<file path="src/rtl/core/kcd_pkg.sv">
// Package for the key combination detector: sizes, register indexes,
// microcode word layout and the microcode program. No dependencies.
package kcd_pkg;

    localparam int NUM_COMBOS     = 7;
    localparam int KEYS_PER_COMBO = 4;
    localparam int HELD_DEPTH     = 8;
    localparam int COMBO_REGS     = 7;
    localparam int COMBO_SLOTS    = 4;
    localparam int KEY_W          = 8;
    localparam int TIME_W         = 32;
    localparam int TMO_W          = 16;
    localparam int LEN_W          = 3;
    localparam int COMBO_W        = COMBO_SLOTS * KEY_W + LEN_W;
    localparam int CFG_W          = COMBO_W;
    localparam int CFG_IDX_W      = 3;
    localparam int COMBO_IDX_W    = 3;
    localparam int HELD_IDX_W     = $clog2(HELD_DEPTH);
    localparam int CNT_W          = $clog2(HELD_DEPTH + 1);
    localparam int STEP_W         = 3;

    localparam logic [TMO_W-1:0] TIMEOUT_RESET = 16'd300;

    localparam logic [CFG_IDX_W-1:0] REG_TIMEOUT = 3'd0;
    localparam logic [CFG_IDX_W-1:0] REG_COMBO0  = 3'd1;

    // Program steps
    localparam logic [STEP_W-1:0] STEP_IDLE  = 3'd0;
    localparam logic [STEP_W-1:0] STEP_TMO   = 3'd1;
    localparam logic [STEP_W-1:0] STEP_HELD  = 3'd2;
    localparam logic [STEP_W-1:0] STEP_ELIG  = 3'd3;
    localparam logic [STEP_W-1:0] STEP_STORE = 3'd4;
    localparam logic [STEP_W-1:0] STEP_MATCH = 3'd5;

    typedef enum logic [2:0] {
        COND_NONE  = 3'd0,
        COND_START = 3'd1,
        COND_TMO   = 3'd2,
        COND_HELD  = 3'd3,
        COND_ELIG  = 3'd4,
        COND_FULL  = 3'd5,
        COND_MATCH = 3'd6
    } cond_t;

    // One control word. *_t acts when the condition is true, *_f when false
    // and the scan (if any) has reached the last combination.
    typedef struct packed {
        cond_t             cond;
        logic              scan;
        logic              ld_t;
        logic              clr_t;
        logic              clr_f;
        logic              store_f;
        logic              emit_t;
        logic              rst_c;
        logic [STEP_W-1:0] jt;
        logic [STEP_W-1:0] jf;
    } ucode_t;

    typedef struct packed {
        logic elig;
        logic equal;
    } eval_t;

    function automatic ucode_t ucode_rom(input logic [STEP_W-1:0] step);
        ucode_t uw;
        uw = '0;
        uw.cond = COND_NONE;
        uw.jt   = STEP_IDLE;
        uw.jf   = STEP_IDLE;
        case (step)
            STEP_IDLE:
            begin
                uw.cond  = COND_START;
                uw.ld_t  = 1'b1;
                uw.rst_c = 1'b1;
                uw.jt    = STEP_TMO;
                uw.jf    = STEP_IDLE;
            end
            STEP_TMO:
            begin
                uw.cond  = COND_TMO;
                uw.clr_t = 1'b1;
                uw.jt    = STEP_HELD;
                uw.jf    = STEP_HELD;
            end
            STEP_HELD:
            begin
                uw.cond  = COND_HELD;
                uw.rst_c = 1'b1;
                uw.jt    = STEP_IDLE;
                uw.jf    = STEP_ELIG;
            end
            STEP_ELIG:
            begin
                uw.cond  = COND_ELIG;
                uw.scan  = 1'b1;
                uw.clr_f = 1'b1;
                uw.jt    = STEP_STORE;
                uw.jf    = STEP_IDLE;
            end
            STEP_STORE:
            begin
                uw.cond    = COND_FULL;
                uw.clr_t   = 1'b1;
                uw.store_f = 1'b1;
                uw.rst_c   = 1'b1;
                uw.jt      = STEP_IDLE;
                uw.jf      = STEP_MATCH;
            end
            STEP_MATCH:
            begin
                uw.cond   = COND_MATCH;
                uw.scan   = 1'b1;
                uw.clr_t  = 1'b1;
                uw.emit_t = 1'b1;
                uw.jt     = STEP_IDLE;
                uw.jf     = STEP_IDLE;
            end
            default:
            begin
                uw.cond = COND_NONE;
                uw.jf   = STEP_IDLE;
            end
        endcase
        return uw;
    endfunction

endpackage

</file>
<file path="src/rtl/core/kcd_combo_eval.sv">
// Evaluates one combination against the held list and the pending key.
// Depends on kcd_pkg.
module kcd_combo_eval
    import kcd_pkg::*;
(
    input  logic [COMBO_W-1:0]                combo,
    input  logic [HELD_DEPTH-1:0][KEY_W-1:0]  held,
    input  logic [CNT_W-1:0]                  held_count,
    input  logic [KEY_W-1:0]                  key,
    output eval_t                             result
);

    logic [LEN_W-1:0]       len_raw;
    logic [LEN_W-1:0]       len_sat;
    logic [COMBO_SLOTS-1:0] slot_ok;
    logic [HELD_DEPTH-1:0]  held_ok;
    logic [COMBO_SLOTS-1:0] key_in_combo;
    logic                   touches;
    logic [HELD_DEPTH-1:0]  held_covered;
    logic [COMBO_SLOTS-1:0] slot_covered;
    logic [KEY_W-1:0]       ckey [COMBO_SLOTS];
    logic                   hit;

    assign len_raw = combo[COMBO_W-1 -: LEN_W];
    assign len_sat = (len_raw > LEN_W'(KEYS_PER_COMBO)) ? LEN_W'(KEYS_PER_COMBO) : len_raw;

    always_comb
    begin
        touches      = 1'b0;
        held_covered = '0;
        slot_covered = '0;
        hit          = 1'b0;
        for (int j = 0; j < COMBO_SLOTS; j++)
        begin
            ckey[j]         = combo[j*KEY_W +: KEY_W];
            slot_ok[j]      = LEN_W'(j) < len_sat;
            key_in_combo[j] = slot_ok[j] && (ckey[j] == key);
        end
        for (int i = 0; i < HELD_DEPTH; i++)
        begin
            held_ok[i] = CNT_W'(i) < held_count;
        end
        for (int i = 0; i < HELD_DEPTH; i++)
        begin
            for (int j = 0; j < COMBO_SLOTS; j++)
            begin
                hit = held_ok[i] && slot_ok[j] && (held[i] == ckey[j]);
                if (hit)
                begin
                    touches         = 1'b1;
                    held_covered[i] = 1'b1;
                    slot_covered[j] = 1'b1;
                end
            end
        end
        result.elig  = (len_sat != '0) && (|key_in_combo) &&
                       ((held_count == '0) || touches);
        result.equal = (len_sat != '0) && (&(held_covered | ~held_ok)) &&
                       (&(slot_covered | ~slot_ok));
    end

endmodule

</file>
<file path="src/rtl/core/key_combination_detector_core.sv">
// Top level of the key combination detector: microcode sequencer, held-key
// list and configuration registers. Depends on kcd_pkg and kcd_combo_eval.
//
// Usage:
//   Input: drive key_code and press_time_ms and raise start; the transaction
//   is taken at a rising edge with start high and busy low. busy then stays
//   high while the item is worked on.
//   Result: when the held keys form a configured combination, combo_valid is
//   high for exactly one cycle with combo_index; the receiver cannot stall,
//   so it must take the result in that cycle. Most presses give no result.
//   Sequence: for a repeated key, busy covers the timeout and held-list
//   steps; for a new key it also covers the eligibility scan and, if a
//   combination is eligible, the store step and the match scan. The next
//   transaction can be taken in the first cycle with busy low. The shared
//   evaluation unit checks one combination per cycle, first for eligibility,
//   then for a full match. combo_valid shows in the cycle after the matching step.
//   Configuration: cfg_we / cfg_index / cfg_data, written while busy is low.
//   Index 0 is the timeout limit, indexes 1..7 are the seven combinations.
//   Reset: asynchronous rst_n empties the held list, sets the timeout limit
//   to 300 ms, disables every combination and returns the sequencer to idle.
module key_combination_detector_core
    import kcd_pkg::*;
(
    input  logic                   clk,
    input  logic                   rst_n,
    input  logic                   start,
    output logic                   busy,
    input  logic [KEY_W-1:0]       key_code,
    input  logic [TIME_W-1:0]      press_time_ms,
    output logic                   combo_valid,
    output logic [COMBO_IDX_W-1:0] combo_index,
    input  logic                   cfg_we,
    input  logic [CFG_IDX_W-1:0]   cfg_index,
    input  logic [CFG_W-1:0]       cfg_data
);

    // Sequencer state
    logic [STEP_W-1:0]      step_reg, step_next;
    logic [COMBO_IDX_W-1:0] sel_reg, sel_next;
    ucode_t                 uw;
    logic                   cond;
    logic                   last_combo;

    // Datapath
    logic [CNT_W-1:0]               held_count_reg, held_count_next;
    logic [HELD_DEPTH-1:0][KEY_W-1:0] held_keys_reg;
    logic [TIME_W-1:0]              last_time_reg;
    logic [KEY_W-1:0]               key_reg;
    logic [TIME_W-1:0]              time_reg;
    logic                           load_in;
    logic                           store_key;
    logic                           valid_next;

    // Configuration
    logic [TMO_W-1:0]   timeout_reg;
    logic [COMBO_W-1:0] combo_reg [COMBO_REGS];

    // Conditions
    logic [TIME_W-1:0] gap;
    logic              tmo_hit;
    logic              key_held;
    eval_t             ev;

    logic                   combo_valid_reg;
    logic [COMBO_IDX_W-1:0] combo_index_reg;

    assign uw         = ucode_rom(step_reg);
    assign busy       = (step_reg != STEP_IDLE);
    assign last_combo = (sel_reg == COMBO_IDX_W'(NUM_COMBOS - 1));

    // timeout: gap taken modulo 2^32, only with a non-empty list
    assign gap     = time_reg - last_time_reg;
    assign tmo_hit = (held_count_reg != '0) && (gap > TIME_W'(timeout_reg));

    always_comb
    begin
        key_held = 1'b0;
        for (int i = 0; i < HELD_DEPTH; i++)
        begin
            if ((CNT_W'(i) < held_count_reg) && (held_keys_reg[i] == key_reg))
            begin
                key_held = 1'b1;
            end
        end
    end

    kcd_combo_eval u_eval (
        .combo      (combo_reg[sel_reg]),
        .held       (held_keys_reg),
        .held_count (held_count_reg),
        .key        (key_reg),
        .result     (ev)
    );

    // condition select of the current control word
    always_comb
    begin
        case (uw.cond)
            COND_START: cond = start;
            COND_TMO:   cond = tmo_hit;
            COND_HELD:  cond = key_held;
            COND_ELIG:  cond = ev.elig;
            COND_FULL:  cond = (held_count_reg >= CNT_W'(HELD_DEPTH));
            COND_MATCH: cond = ev.equal;
            default:    cond = 1'b0;
        endcase
    end

    // step sequencing: jump on true, scan on false until the last combo,
    // then take the false jump
    always_comb
    begin
        step_next       = step_reg;
        sel_next        = sel_reg;
        held_count_next = held_count_reg;
        valid_next      = 1'b0;
        load_in         = 1'b0;
        store_key       = 1'b0;
        if (cond)
        begin
            step_next = uw.jt;
            load_in   = uw.ld_t;
            if (uw.clr_t)
            begin
                held_count_next = '0;
            end
            valid_next = uw.emit_t;
        end
        else if (uw.scan && !last_combo)
        begin
            sel_next = sel_reg + COMBO_IDX_W'(1);
        end
        else
        begin
            step_next = uw.jf;
            if (uw.clr_f)
            begin
                held_count_next = '0;
            end
            if (uw.store_f)
            begin
                store_key       = 1'b1;
                held_count_next = held_count_reg + CNT_W'(1);
            end
        end
        if (uw.rst_c)
        begin
            sel_next = '0;
        end
    end

    always_ff @(posedge clk or negedge rst_n)
    begin
        if (!rst_n)
        begin
            step_reg        <= STEP_IDLE;
            sel_reg         <= '0;
            held_count_reg  <= '0;
            last_time_reg   <= '0;
            combo_valid_reg <= 1'b0;
        end
        else
        begin
            step_reg        <= step_next;
            sel_reg         <= sel_next;
            held_count_reg  <= held_count_next;
            combo_valid_reg <= valid_next;
            if (store_key)
            begin
                last_time_reg <= time_reg;
            end
        end
    end

    // payload registers, no reset
    always_ff @(posedge clk)
    begin
        if (load_in)
        begin
            key_reg  <= key_code;
            time_reg <= press_time_ms;
        end
        if (store_key)
        begin
            held_keys_reg[held_count_reg[HELD_IDX_W-1:0]] <= key_reg;
        end
        if (valid_next)
        begin
            combo_index_reg <= sel_reg;
        end
    end

    always_ff @(posedge clk or negedge rst_n)
    begin
        if (!rst_n)
        begin
            timeout_reg <= TIMEOUT_RESET;
            for (int c = 0; c < COMBO_REGS; c++)
            begin
                combo_reg[c] <= '0;
            end
        end
        else if (cfg_we)
        begin
            if (cfg_index == REG_TIMEOUT)
            begin
                timeout_reg <= cfg_data[TMO_W-1:0];
            end
            else
            begin
                combo_reg[CFG_IDX_W'(cfg_index - REG_COMBO0)] <= cfg_data;
            end
        end
    end

    assign combo_valid = combo_valid_reg;
    assign combo_index = combo_index_reg;

endmodule

</file>
<file path="config.mk">
export PLATFORM = sky130hd
export DESIGN_NAME = key_combination_detector_core
export DESIGN_NICKNAME = d
export VERILOG_FILES = /design/src/rtl/core/kcd_pkg.sv /design/src/rtl/core/kcd_combo_eval.sv /design/src/rtl/core/key_combination_detector_core.sv
export SDC_FILE = /design/constraint.sdc
export NUM_CORES = 1
export LEC_CHECK = 0
export ABC_CLOCK_PERIOD_IN_PS = 6400
export BUFFER_PORTS_ARGS = -buffer_cell sky130_fd_sc_hd__buf_2
export CORE_ASPECT_RATIO = 2
export CORE_MARGIN = 8
export CORE_UTILIZATION = 63
export CTS_BUF_LIST = sky130_fd_sc_hd__clkbuf_16
export CTS_CLUSTER_SIZE = 14
export DETAILED_ROUTE_END_ITERATION = 6
export GPL_ROUTABILITY_DRIVEN = 0
export HOLD_SLACK_MARGIN = 0.05
export PLACE_DENSITY = 0.77
export SLEW_MARGIN = 15
export SYNTH_ARGS = -nofsm -noshare
export SYNTH_HDL_FRONTEND = slang
export SYNTH_HIERARCHICAL = 1
export SYNTH_SLANG_ARGS = --single-unit
</file>
<file path="constraint.sdc">
create_clock -name clk -period 6.4 [get_ports clk]
set_input_delay 1.92 -clock clk [delete_from_list [all_inputs] [get_ports clk]]
set_output_delay 1.92 -clock clk [all_outputs]
set_load 0.02 [all_outputs]
</file>
## Word-level counts from Yosys, hierarchy flattened

Cells that the tools add are included.

| operators by class | value |
|---|---|
| $add $sub $neg | 4 |
| multipliers | 0 |
| div/mod/pow operators | 0 |
| $lt $le $gt $ge | 20 |
| eq/ne operators | 59 |
| shift-type cells | 0 |
| muxes and demuxes | 135 |
| bitwise gates (word level) | 7 |
| reductions and logical operators | 104 |

Operators by type and width:

| operator | count |
|---|---|
| 8-bit equality test | 44 |
| 245-bit bitwise mux | 1 |
| 1-bit 2-to-1 mux | 111 |
| 35-bit binary-select mux with 3-bit select | 1 |
| 35-bit demux with 3-bit select | 1 |
| 35-bit 2-to-1 mux | 3 |
| 1-bit logical AND | 84 |
| 64-bit bitwise mux | 1 |
| 32-bit by 16-bit greater-than comparator with 1-bit output | 1 |
| 32-bit subtractor | 1 |
| 8-bit demux with 3-bit select | 1 |
| 4-bit 2-to-1 mux | 5 |
| 3-bit equality test, second input constant | 6 |
| 3-bit 2-to-1 mux | 6 |
| 3-bit case mux with 3 select lines | 2 |
| 3-bit case mux with 6 select lines | 1 |
| 3-bit by 4-bit < comparator with 1-bit output, first input constant | 4 |
| 3-bit by 2-bit equality test with 1-bit output, second input constant | 4 |
| 4-bit greater-or-equal comparator, second input constant | 3 |
| 3-bit nonzero test | 3 |
| 1-bit by 4-bit < comparator with 1-bit output, first input constant | 2 |
| 2-bit by 4-bit < comparator with 1-bit output, first input constant | 2 |
| 8-bit 2-to-1 mux | 1 |
| 3-bit NOT with 4-bit output | 2 |
| 30 further kinds | 39 |

| storage, ports and cells | value |
|---|---|
| register bits after elaboration | 411 |
| bits in latches | 0 |
| RAM bits | 0 |
| bits in read-only memories | 0 |
| input port bits | 82 |
| output and inout port bits | 5 |
| word-level logic and storage cells | 353 |
| memories kept | 0 |

## Depth between registers and ports, before layout

| logic depth | value |
|---|---|
| depth in word-level cells | 46 |
| depth in mapped cells | 23 |
| depth with buffers taken out | 23 |

## Modules after synthesis

The synthesis kept the hierarchy.

By module, submodules not included:

| module | times used | cells an instance | area an instance (µm²) | seq. area each (µm²) |
|---|---|---|---|---|
| key_combination_detector_core | 1 | 1595 | 19914.1 | 10825.4 |
| kcd_combo_eval | 1 | 549 | 4093.9 | 0.0 |

## Worst setup path before layout

No wires, ideal clock.

| timing path | value |
|---|---|
| kind | register to register |
| from | register sel_reg[0] |
| to | register sel_reg[0] |
| arrival time | 4.789 ns |
| data required time | 6.269 ns |
| setup slack | 1.480 ns |
| stages on the path, launching flop included | 19 |
| buffers on the path | 2 |
| period minus slack after synthesis | 4.920 ns |
| cells stage by stage | dfrtp_1 -> clkbuf_1 -> buf_1 -> mux4_2 -> nor2_1 -> a21oi_1 -> nor3_4 -> and4b_1 -> nand4_1 -> nor4b_1 -> nand4_1 -> o31a_1 -> a31oi_1 -> o22ai_1 -> a211oi_1 -> nand4b_2 -> o21ai_4 -> mux2i_1 -> or3_1 |

RTL lines:

| element | line | RTL |
|---|---|---|
| start: declaration | key_combination_detector_core.sv:39 | `logic [COMBO_IDX_W-1:0] sel_reg, sel_next;` |
| start signal: assignment | key_combination_detector_core.sv:165 | `sel_reg <= sel_next;` |

==> flow_summary.yaml <==
power_and_ir_drop:
  p_int_mw: 6.69
  comb_power_share_pct: 47.8
  power_density_nw_per_um2: 428
  power_leakage_nw: 10.3
  irDropWorstVdd_mv: 0.414
  swShare_pct: 39.9
  power_frac_seq_pct: 32.7
  clkPwrFrac_pct: 19.5
  total_power_mw: 11.1
  p_switching_mw: 4.44
status:
  status: "completed"
synthesis:
  synthesis.nets: 2281
  async_flop_share_pct: 74.0
  synth_top_flop_cell: "dfrtp_1"
  synth_area_um2: 24000
  avgSynthCellArea_um2: 11.2
  yosysUniqueCellTypes: 84
  ys_warn_count: 6
  synth_edf_count: 107
  synthCells: 2144
  ys_seq_area_share_pct: 45.1
  synth-seq-cells: 411
floorplanning:
  die_h_um: 292
  io_pins: 87
  fp.dieArea_um2: 45000
  row_count: 101
  die_w_um: 154
  core_um2: 37800
  start_util_pct: 63.5
run:
  max-cap-violations: 0
min_path:
  worstHoldPathCells: 2
  whs_endpoint: "last_time_reg[0]$_DFFE_PN0P_"
  hold_start: "last_time_reg[0]$_DFFE_PN0P_"
  hold_class: "reg -> reg"
cts:
  path_clk_slew_ns: 0.06
  cts_made_buffers: 38
  cts_hold_buf: 0
  cts_resized: 0
  h-tree-depth: 2
  tritoncts: "yes"
  postCtsSetupBuffers: 0
  clk_path_buf_depth: 3
  root_buffer: "clkbuf_16"
  numClockSinks: 411
  worstSkewPairLatency_ns: 0.58
placement:
  pre_cts_ws_ns: 1.16
  portBuffers: 86
  place_inst: 2593
  hpwl_mm: 45.7
timing:
  fin_ws_ns: 0.682
  setup_violations: 0
  tightest_slew_ns: 1.27
  skew_ns: 0.0276
  clock.fmax_mhz: 175
  hold_violations: 0
  period_minus_slack_ns: 5.72
  rsz0062_at_grt: "no"
  maxSlewViolCount: 0
  slew_headroom_pct: 14.2
  fin_tns_setup_ns: 0
  fin_crit_sh_pct: 89.3
setup_path:
  worst-path-max-fanout: 32
  critPathRequiredTime_ns: 6.84
  critical_path_class: "reg -> reg"
  regToRegStartpoint: "sel_reg[1]$_DFFE_PN0P_"
  worstRegToRegCells: 17
  crit_path_end_kind: "flop"
  reg2reg_slack_ns: 0.68
  arrival_ns: 6.16
  reg2reg_to: "sel_reg[0]$_DFFE_PN0P_"
  critPathLaunchType: "flop"
finish:
  multi_input_area_um2: 12200
  drive_gt1_share_pct: 24.7
  largest_reg_flops: 245
  final_cells: 2661
  area_delta_synth_final_pct: 8.44
  nets: 2307
  regArea_um2: 10800
  fillCellCount: 2729
grt:
  grt_pass1_vias: 18600
  track_usage_pct: 30.3
  antenna_found_initial: 4
  overflow: 0
  grt_start_max_net_pins: 129
  grt_pass1_wl_mm: 105
detailed_routing:
  drt_iter0_markers: 1534
  vias_per_cell: 6.58
  postRouteAntennaNets: 0
  wl_met1_mm: 24.2
  wl_per_cell_um: 25.6
  drt_first_pass_iters: 7
  wl_met2_mm: 34.5
  top_layer_used: "met5"
  vias: 17500
  drc_errors: 0
  wl_met3_mm: 4.57
  wl_mm: 68.1
-- synthesized netlist by cell type (12+ instances only) --
master,count,area (um^2)
xnor2_1,237,2080
a21o_1,12,90.1
inv_1,69,259
nand4_1,68,425
nor3_1,38,190
mux4_2,35,788
nor4_1,41,257
or3_1,12,75.1
mux2_2,261,2940
mux2i_1,41,410
nand2_1,97,364
ha_1,54,676
o21ai_0,58,290
xor2_1,132,1160
buf_1,18,67.6
clkbuf_1,90,338
edfxtp_1,107,3210
nor2_1,114,428
nand3_1,42,210
a21oi_1,128,641
dfrtp_1,300,7510
buf_2,38,190
-- worst max-delay path by stage --
stage / startpoint / to / slack (ns)
6_report: sel_reg[1]$_DFFE_PN0P_ / sel_reg[0]$_DFFE_PN0P_ / 0.68
5_1_grt: sel_reg[1]$_DFFE_PN0P_ / sel_reg[0]$_DFFE_PN0P_ / 0.34
4_1_cts: sel_reg[0]$_DFFE_PN0P_ / sel_reg[0]$_DFFE_PN0P_ / 1.13
3_5_place_dp: sel_reg[0]$_DFFE_PN0P_ / sel_reg[0]$_DFFE_PN0P_ / 1.16
3_3_place_gp: sel_reg[0]$_DFFE_PN0P_ / sel_reg[0]$_DFFE_PN0P_ / 1.30
2_1_floorplan: sel_reg[0]$_DFFE_PN0P_ / sel_reg[0]$_DFFE_PN0P_ / 1.48
-- metrics by stage --
stage / cell area [um^2] / hold WS (ns) / util (%)
6_report: 26000 / 0.496 / 68.9
2_1_floorplan: 24000 / 0.451 / -
5_1_grt: 26000 / 0.513 / 68.9
3_3_place_gp: 24900 / 0.471 / 65.8
4_1_cts: 26000 / 0.497 / 68.9
3_5_place_dp: 24900 / 0.481 / 65.8
-- kinds of logic (layout without fill, tap and decap cells) --
group	count (synthesis)	after routing	synth area share, %
xor+xnor	373	373	13.7
compound gates	268	268	6.66
other cells	0	1	0
buf+inv	229	282	4.17
mux	337	337	17.2
fa+ha+maj	55	55	2.90
flops	411	411	45.1
simple gates	471	471	10.2
-- power groups by stage --
stage	clock network [mW]	logic [mW]	registers, mW
final	2.17	5.32	3.64
after detailed placement	0	5.11	3.67
after floorplan	0	3.87	3.47
after global placement	0	4.97	3.62
after CTS	2.20	5.15	3.63
after global routing	2.30	5.62	3.69
-- routing by layer --
| metal | track usage [%] | vias to the layer above |
|---|---|---|
| li1 | - | 7631 |
| met1 | 33.5 | 8728 |
| met2 | 52.9 | 815 |
| met3 | 5.08 | 323 |
| met4 | 20.0 | 4 |
| met5 | 0 | - |
-- worst max-delay path, stage by stage, from the launching register on --
cell,delay [ns]
dfrtp_4,0.81
buf_12,0.28
mux2i_1,0.20
nor2_1,0.05
a21oi_1,0.15
a21oi_1,0.19
nor2_1,0.68
nor4_1,0.33
nor4b_1,0.59
nand4_1,0.16
o31a_1,0.37
a31oi_1,0.19
o22ai_1,0.11
a211oi_1,0.46
nand4b_2,0.21
o21ai_4,0.26
mux2i_1,0.11
or3_1,0.37
-- placed cells by master, fill, tap and decap left out, types with 41 or more instances in the layout --
master / synthesis / layout
dfrtp_1: 300 / 297
mux2_2: 261 / 261
xnor2_1: 237 / 237
xor2_1: 132 / 132
a21oi_1: 128 / 128
nor2_1: 114 / 112
edfxtp_1: 107 / 107
nand2_1: 97 / 97
buf_2: 38 / 85
inv_1: 69 / 83
nand4_1: 68 / 68
o21ai_0: 58 / 58
buf_4: 1 / 55
ha_1: 54 / 54
nand3_1: 42 / 42
nor4_1: 41 / 41
mux2i_1: 41 / 41
-- cell type report --
| cell class | instances | area share [%] |
|---|---|---|
| flip-flops and latches | 411 | 41.6 |
| repair buffers | 146 | 3.66 |
| clock inverters | 29 | 0.865 |
| clock buffers | 38 | 3.65 |
| well taps | 463 | 2.23 |
| multi-input cells | 1504 | 47.0 |
| diodes | 1 | 0.00961 |
| inverters | 69 | 0.995 |
Power figures use the tool's default switching activity.
